`src/hdl/crc_checked_word_deframer_assert.svh`:
```
// Assertion macros for the word deframer.
`ifndef CRC_CHECKED_WORD_DEFRAMER_ASSERT_SVH
`define CRC_CHECKED_WORD_DEFRAMER_ASSERT_SVH

// Check a consequent in the same cycle as its antecedent.
`define CCWD_ASSERT_NOW(label, clk, rst, ante, cons, msg) \
  label: assert property (@(posedge clk) disable iff (rst) (ante) |-> (cons)) \
    else $error(msg);

// Check a consequent in the cycle after its antecedent.
`define CCWD_ASSERT_NEXT(label, clk, rst, ante, cons, msg) \
  label: assert property (@(posedge clk) disable iff (rst) (ante) |=> (cons)) \
    else $error(msg);

`endif

```
`src/hdl/ccwd_pkg.sv`:
```
`timescale 1ns / 1ps
package ccwd_pkg;

  // Largest number of words in one read
  localparam int MAX_WORDS = 4;
  localparam int WORD_W    = (MAX_WORDS > 1) ? $clog2(MAX_WORDS) : 1;
  localparam int CNT_W     = ($clog2(MAX_WORDS + 1) > 3) ? $clog2(MAX_WORDS + 1) : 3;
  localparam int IDX_W     = 2;

  localparam logic [2:0] WORD_COUNT_RST = 3'd2;

  // CRC-8 constants
  localparam logic [7:0] CRC_INIT = 8'hFF;
  localparam logic [7:0] CRC_POLY = 8'h31;

  typedef logic [WORD_W-1:0] word_pos_t;
  typedef logic [CNT_W-1:0]  word_cnt_t;

  // Position within the current byte triple
  typedef enum logic [1:0] {
    PH_HIGH = 2'd0,
    PH_LOW  = 2'd1,
    PH_CRC  = 2'd2
  } phase_t;

  // Advance the CRC over one byte, MSB first
  function automatic logic [7:0] crc8_byte(input logic [7:0] crc, input logic [7:0] data);
    logic [7:0] c;
    c = crc ^ data;
    for (int k = 0; k < 8; k++) begin
      if (c[7]) begin
        c = {c[6:0], 1'b0} ^ CRC_POLY;
      end else begin
        c = {c[6:0], 1'b0};
      end
    end
    return c;
  endfunction

endpackage

```
`src/hdl/crc_checked_word_deframer.sv`:
```
`timescale 1ns / 1ps
`include "crc_checked_word_deframer_assert.svh"
// Word deframer with CRC-8 check (poly 0x31, init 0xFF, MSB first). Bytes come
// in triples (high, low, CRC); each CRC byte yields one result carrying the
// word, its match flag, a sticky read-good flag, its index and a last-word
// mark after word_count words (0 acts as 1, above 4 acts as 4). One byte is
// taken per clock while in_ready is high; the CRC update is unrolled between
// the framing and output registers, and the result of a CRC byte is presented
// on the next cycle. in_ready falls only while a result sits in the output
// register and out_ready is low. start_req restarts the read on the byte it
// marks. word_count is written through the cfg channel, which is always ready.
module crc_checked_word_deframer (
  input  logic        clk,
  input  logic        rst,
  // byte input
  input  logic        in_valid,
  output logic        in_ready,
  input  logic [7:0]  rx_byte,
  input  logic        start_req,
  // word output
  output logic        out_valid,
  input  logic        out_ready,
  output logic [15:0] word_value,
  output logic        crc_ok,
  output logic        read_ok,
  output logic [ccwd_pkg::IDX_W-1:0] word_index,
  output logic        last_word,
  // configuration
  input  logic        cfg_valid,
  output logic        cfg_ready,
  input  logic [2:0]  cfg_data
);
  import ccwd_pkg::*;

  logic [2:0]  word_count;
  phase_t      phase, phase_next;
  logic [7:0]  held_high, held_high_next;
  logic [7:0]  held_low, held_low_next;
  logic [7:0]  running_crc, running_crc_next;
  word_pos_t   current_word, current_word_next;
  logic        read_failed, read_failed_next;
  logic        out_valid_next;

  logic        accept;
  logic        emit;
  phase_t      eff_phase;
  logic [7:0]  eff_crc;
  word_pos_t   eff_word;
  logic        eff_failed;
  word_cnt_t   eff_count;
  word_cnt_t   pos_plus;
  logic        match;
  logic        is_last;

  assign cfg_ready = 1'b1;
  assign in_ready  = !out_valid || out_ready;
  assign accept    = in_valid && in_ready;

  // Take the register write
  always_ff @(posedge clk) begin
    if (rst) begin
      word_count <= WORD_COUNT_RST;
    end else if (cfg_valid && cfg_ready) begin
      word_count <= cfg_data;
    end
  end

  // Clamp the word count into 1..MAX_WORDS
  always_comb begin
    if (word_count == 3'd0) begin
      eff_count = word_cnt_t'(1);
    end else if (CNT_W'(word_count) > word_cnt_t'(MAX_WORDS)) begin
      eff_count = word_cnt_t'(MAX_WORDS);
    end else begin
      eff_count = CNT_W'(word_count);
    end
  end

  // Framing state as seen by this byte, after any restart
  assign eff_phase  = start_req ? PH_HIGH : phase;
  assign eff_crc    = start_req ? CRC_INIT : running_crc;
  assign eff_word   = start_req ? '0 : current_word;
  assign eff_failed = start_req ? 1'b0 : read_failed;
  assign pos_plus   = CNT_W'(eff_word) + word_cnt_t'(1);
  assign is_last    = pos_plus >= eff_count;
  assign match      = eff_crc == rx_byte;

  // Next framing state
  always_comb begin
    phase_next        = phase;
    held_high_next    = held_high;
    held_low_next     = held_low;
    running_crc_next  = running_crc;
    current_word_next = current_word;
    read_failed_next  = read_failed;
    emit              = 1'b0;
    if (accept) begin
      current_word_next = eff_word;
      read_failed_next  = eff_failed;
      unique case (eff_phase)
        PH_LOW: begin
          held_low_next    = rx_byte;
          running_crc_next = crc8_byte(eff_crc, rx_byte);
          phase_next       = PH_CRC;
        end
        PH_CRC: begin
          emit             = 1'b1;
          phase_next       = PH_HIGH;
          running_crc_next = CRC_INIT;
          if (is_last) begin
            current_word_next = '0;
            read_failed_next  = 1'b0;
          end else begin
            current_word_next = eff_word + word_pos_t'(1);
            read_failed_next  = eff_failed || !match;
          end
        end
        default: begin
          held_high_next   = rx_byte;
          running_crc_next = crc8_byte(CRC_INIT, rx_byte);
          phase_next       = PH_LOW;
        end
      endcase
    end
  end

  // Hold a result until the transaction completes
  always_comb begin
    if (emit) begin
      out_valid_next = 1'b1;
    end else if (out_ready) begin
      out_valid_next = 1'b0;
    end else begin
      out_valid_next = out_valid;
    end
  end

  // Control registers
  always_ff @(posedge clk) begin
    if (rst) begin
      phase        <= PH_HIGH;
      running_crc  <= CRC_INIT;
      current_word <= '0;
      read_failed  <= 1'b0;
      out_valid    <= 1'b0;
    end else begin
      phase        <= phase_next;
      running_crc  <= running_crc_next;
      current_word <= current_word_next;
      read_failed  <= read_failed_next;
      out_valid    <= out_valid_next;
    end
  end

  // Data bytes and result payload
  always_ff @(posedge clk) begin
    held_high <= held_high_next;
    held_low  <= held_low_next;
    if (emit) begin
      word_value <= {held_high, held_low};
      crc_ok     <= match;
      read_ok    <= !(eff_failed || !match);
      word_index <= IDX_W'(eff_word);
      last_word  <= is_last;
    end
  end

  `CCWD_ASSERT_NEXT(a_emit_loads_out, clk, rst, emit, out_valid,
                    "CRC byte did not produce a result")
  `CCWD_ASSERT_NEXT(a_last_restarts, clk, rst, emit && is_last,
                    phase == PH_HIGH && current_word == '0 && !read_failed,
                    "framing not restarted after last word")
  `CCWD_ASSERT_NOW(a_read_ok_needs_crc_ok, clk, rst, out_valid && read_ok, crc_ok,
                   "read flagged good on a mismatched word")

endmodule
```
`config.mk`:
```
export PLATFORM = sky130hd
export DESIGN_NAME = crc_checked_word_deframer
export DESIGN_NICKNAME = d
export VERILOG_FILES = /design/src/hdl/ccwd_pkg.sv /design/src/hdl/crc_checked_word_deframer.sv
export VERILOG_INCLUDE_DIRS = /design/src /design/src/hdl
export SDC_FILE = /design/constraint.sdc
export NUM_CORES = 1
export LEC_CHECK = 0
export ABC_AREA = 1
export BUFFER_PORTS_ARGS = -buffer_cell sky130_fd_sc_hd__buf_2
export CAP_MARGIN = 20
export CORE_MARGIN = 10
export CORE_UTILIZATION = 56
export CTS_CLUSTER_DIAMETER = 40
export DETAILED_ROUTE_END_ITERATION = 12
export HOLD_SLACK_MARGIN = 0.03
export PLACE_DENSITY_LB_ADDON = 0.08
export SLEW_MARGIN = 20
export SYNTH_ARGS = -nofsm -noshare
export SYNTH_HDL_FRONTEND = slang
export SYNTH_SLANG_ARGS = --single-unit
```
`constraint.sdc`:
```
create_clock -name clk -period 2.55 [get_ports clk]
set_input_delay 0.3825 -clock clk [delete_from_list [all_inputs] [get_ports clk]]
set_output_delay 0.3825 -clock clk [all_outputs]
set_load 0.05 [all_outputs]
```
==> summary.md <==
| Metric | Value |
|---|---|
| Crit Path Class | `in2reg` |
| Post-synthesis mux area share | `0` |
| Critical Path End | `current_word[1]` |
| Final WS setup | `0.520 ns` |
| Io pins | `between 40 and 50` |
| Worst path required time | `2.77 ns` |
| Mapped cell area | `2550 um2` |
| Via count | `around 1900` |
| Post-Synth Simple-Gate Area | `0.167` |
| Overall Global Routing Usage | `0.134` |
| Skew-Pair Late Insertion Delay | `roughly 0.30 ns` |
| HP Class | `in2reg` |
| Final wirelength | `between 5000 and 6000 um` |
| Design area | `2940 um2` |
| Worst-path clk slew | `0.09 ns` |
| Clock Path Buffers | `2` |
| Compound-Gate Fraction of Synth Area | `0.0937` |
| CP startpoint | `start_req` |
| Clock Skew | `about 0.0077 ns` |
| Peak VDD IR | `between 0.2 and 0.25 mV` |
| Hold path start | `cfg_data[1]` |
| Leakage | `roughly 1.3 nW` |
| CTS Buf Count | `5` |
| Hold Vio Cnt, Final | `0` |
| ANT cells | `0` |
| Synth cell types | `25` |
| DP Wirelength | `~4000 um` |
| Mapped Cells | `273` |
| Met3 Resource Use GR | `0.0328` |
| RR Endpoint | `current_word[1]` |
| Most frequent cells in the layout | `nand2_1 (71), buf_2 (39), edfxtp_1 (37), inv_1 (35), a21oi_1 (23)` |
| Critical path startpoint category | `input port` |
| Clock root buffer | `clkbuf_8` |
| Met1 GRT Util | `0.166` |
| Final nets | `~340` |
| Achievable Freq | `roughly 490 MHz` |
| RR Startpoint | `current_word[1]` |
| R2R cell count | `9` |
| Commonest non-fill, non-tap cell in the layout | `nand2_1` |
| Synth Net Count | `296` |
| Vias in the first global route | `roughly 1700` |
| Initial DRC Count | `73` |
| Synth Area per Inst | `around 9.3 um2` |
| First drt pass iteration count | `4` |
| Initial antenna violation count | `0` |
| Max-cap violations | `0` |
| Seq/Total Area, Yosys | `0.569` |
| Crit Path Max Fanout | `11` |
| Busiest layer in global routing | `met2` |
| Core area | `about 4400 um2` |
| Pwr Total | `1.83 mW` |
| Fin crit period | `~2.0 ns` |
| RD Place Congestion | `approximately 0.9` |
| Largest net degree at the start of global routing | `20` |
| Power per Cell Area | `around 620 nW/um2` |
| Fill count | `360` |
| Max-slew violation count | `0` |
| First-pass GRT wire length | `approximately 8000 um` |
| Status | `finished, final reports clean` |
| Combinational family with the most area after synthesis | `simple AND/OR/NAND/NOR gates` |
| Xor and xnor area share after synthesis | `0.0745` |
| CP endpoint kind | `register` |
| Layout cells sized above 1 | `0.175` |
| Remaining antenna violation count after routing | `0` |
| Fin crit share | `0.796` |
| Syn. warnings | `0` |
| Adder-cell share of the synthesized area | `0.0294` |
| Hold WS | `between 0.2 and 0.3 ns` |
| Vert. Die Dim | `just under 90 um` |
| Initial Util | `0.582` |
| Multi-input gate area | `936 um2` |
| R2R Setup Slk | `0.63 ns` |
| Drt via density | `5.14` |
| CTS resizes | `0` |
| H-tree depth | `2` |
| Flops & latches, synth | `54` |
| CTS tree | `yes` |
| # Post-CTS Setup Buffers | `0` |
| Final count of negative-setup-slack endpoints | `0` |
| Gr ovfl total | `0` |
| Placed cell area | `~2800 um2` |
| Seq. cell area | `between 1000 and 1500 um2` |
| Die X | `87.5 um` |
| Number of clock sinks | `54` |
| Residual DRC | `0` |
| Final setup TNS | `0 ns` |
| Routed length per instance | `~14 um` |
| Hold_buf cts | `0` |
| Port-buffer cells | `39` |
| Worst path arrival time | `2.25 ns` |
| Die Area | `around 7700 um2` |
| FP Rows | `24` |
| Met2 Use GR | `0.212` |
| RSZ-0062 raised after global routing | `false` |
| Worst slack, placed | `between 0.2 and 0.25 ns` |
| Area Growth Syn to Fin | `15.4%` |
[cell families (layout without fill, tap and decap cells)]
family                   Yosys count  in the layout
AO/OA/AOI/OAI                     44             44
XOR/XNOR                          20             20
AND/OR/NAND/NOR                  107            107
buffers and inverters             41             88
flip-flops                        54             54
other                              1              1
adder cells (fa/ha/maj)            6              6
[synthesized netlist by cell type (all sizes together)]
master | instances | area [um2]
a21oi | 23 | 115
conb | 1 | 3.75
nor2 | 19 | 71.3
o21ai | 13 | 65.1
nand3 | 15 | 75.1
clkbuf | 2 | 7.51
o211ai | 4 | 30.0
or2 | 1 | 6.26
nand2 | 71 | 267
nand4 | 1 | 6.26
edfxtp | 37 | 1110
a221oi | 1 | 8.76
a31oi | 2 | 12.5
buf | 3 | 23.8
ha | 6 | 75.1
xnor2 | 8 | 70.1
dfxtp | 17 | 340
o21bai | 1 | 7.51
xor2 | 12 | 120
inv | 36 | 135
[worst max-delay path, cell delays in order]
cell and delay (ns):
buf_2 0.20, inv_1 0.16, nand2_1 0.10, inv_1 0.08
ha_1 0.32, ha_1 0.31, nand3_1 0.09, o211ai_1 0.13
nor2_1 0.18, nand2_1 0.07, a221oi_1 0.22
[per-stage QoR]
stage,util,instances
6_report,0.671,372
3_3_place_gp,0.646,364
4_1_cts,0.671,372
3_5_place_dp,0.646,364
5_1_grt,0.671,372
2_1_floorplan,-,273
[power by group]
part	leakage [nW]	switching (mW)	total, mW	internal (mW)
Sequential	0.486	0.0141	0.983	0.969
Clock	0.0514	0.259	0.551	0.293
Combinational	0.796	0.190	0.295	0.105
Total	1.33	0.463	1.83	1.37
[flip-flops by register name, summed over array words and instances (netlist names), 2 cells and up]
register,count
phase,2
current_word,2
word_index,2
word_count,3
running_crc,8
held_high,8
word_value,16
held_low,8
[routing by layer]
metal  up-vias  wire length (um)
met4         0               125
met1       862              2200
met3        10               350
met2        60              2370
li1        981                 -
met5         -                 0
[cell type report]
cell class                 instances  area share
tap                               52      0.0221
timing repair buffer              44      0.0833
sequential                        54       0.493
clock buffer                       6      0.0247
inverter                          36      0.0459
multi-input combinational        178       0.318
clock inverter                     2      0.0128
[worst min-delay path by stage]
stage	to	cells past startpoint
after floorplan	word_value[0]	0
after global placement	word_value[3]	0
after detailed placement	word_value[10]	0
after CTS	word_count[1]	3
after global routing	word_count[1]	3
final	word_count[1]	3
Note: power is estimated with default switching activity, not from simulation.
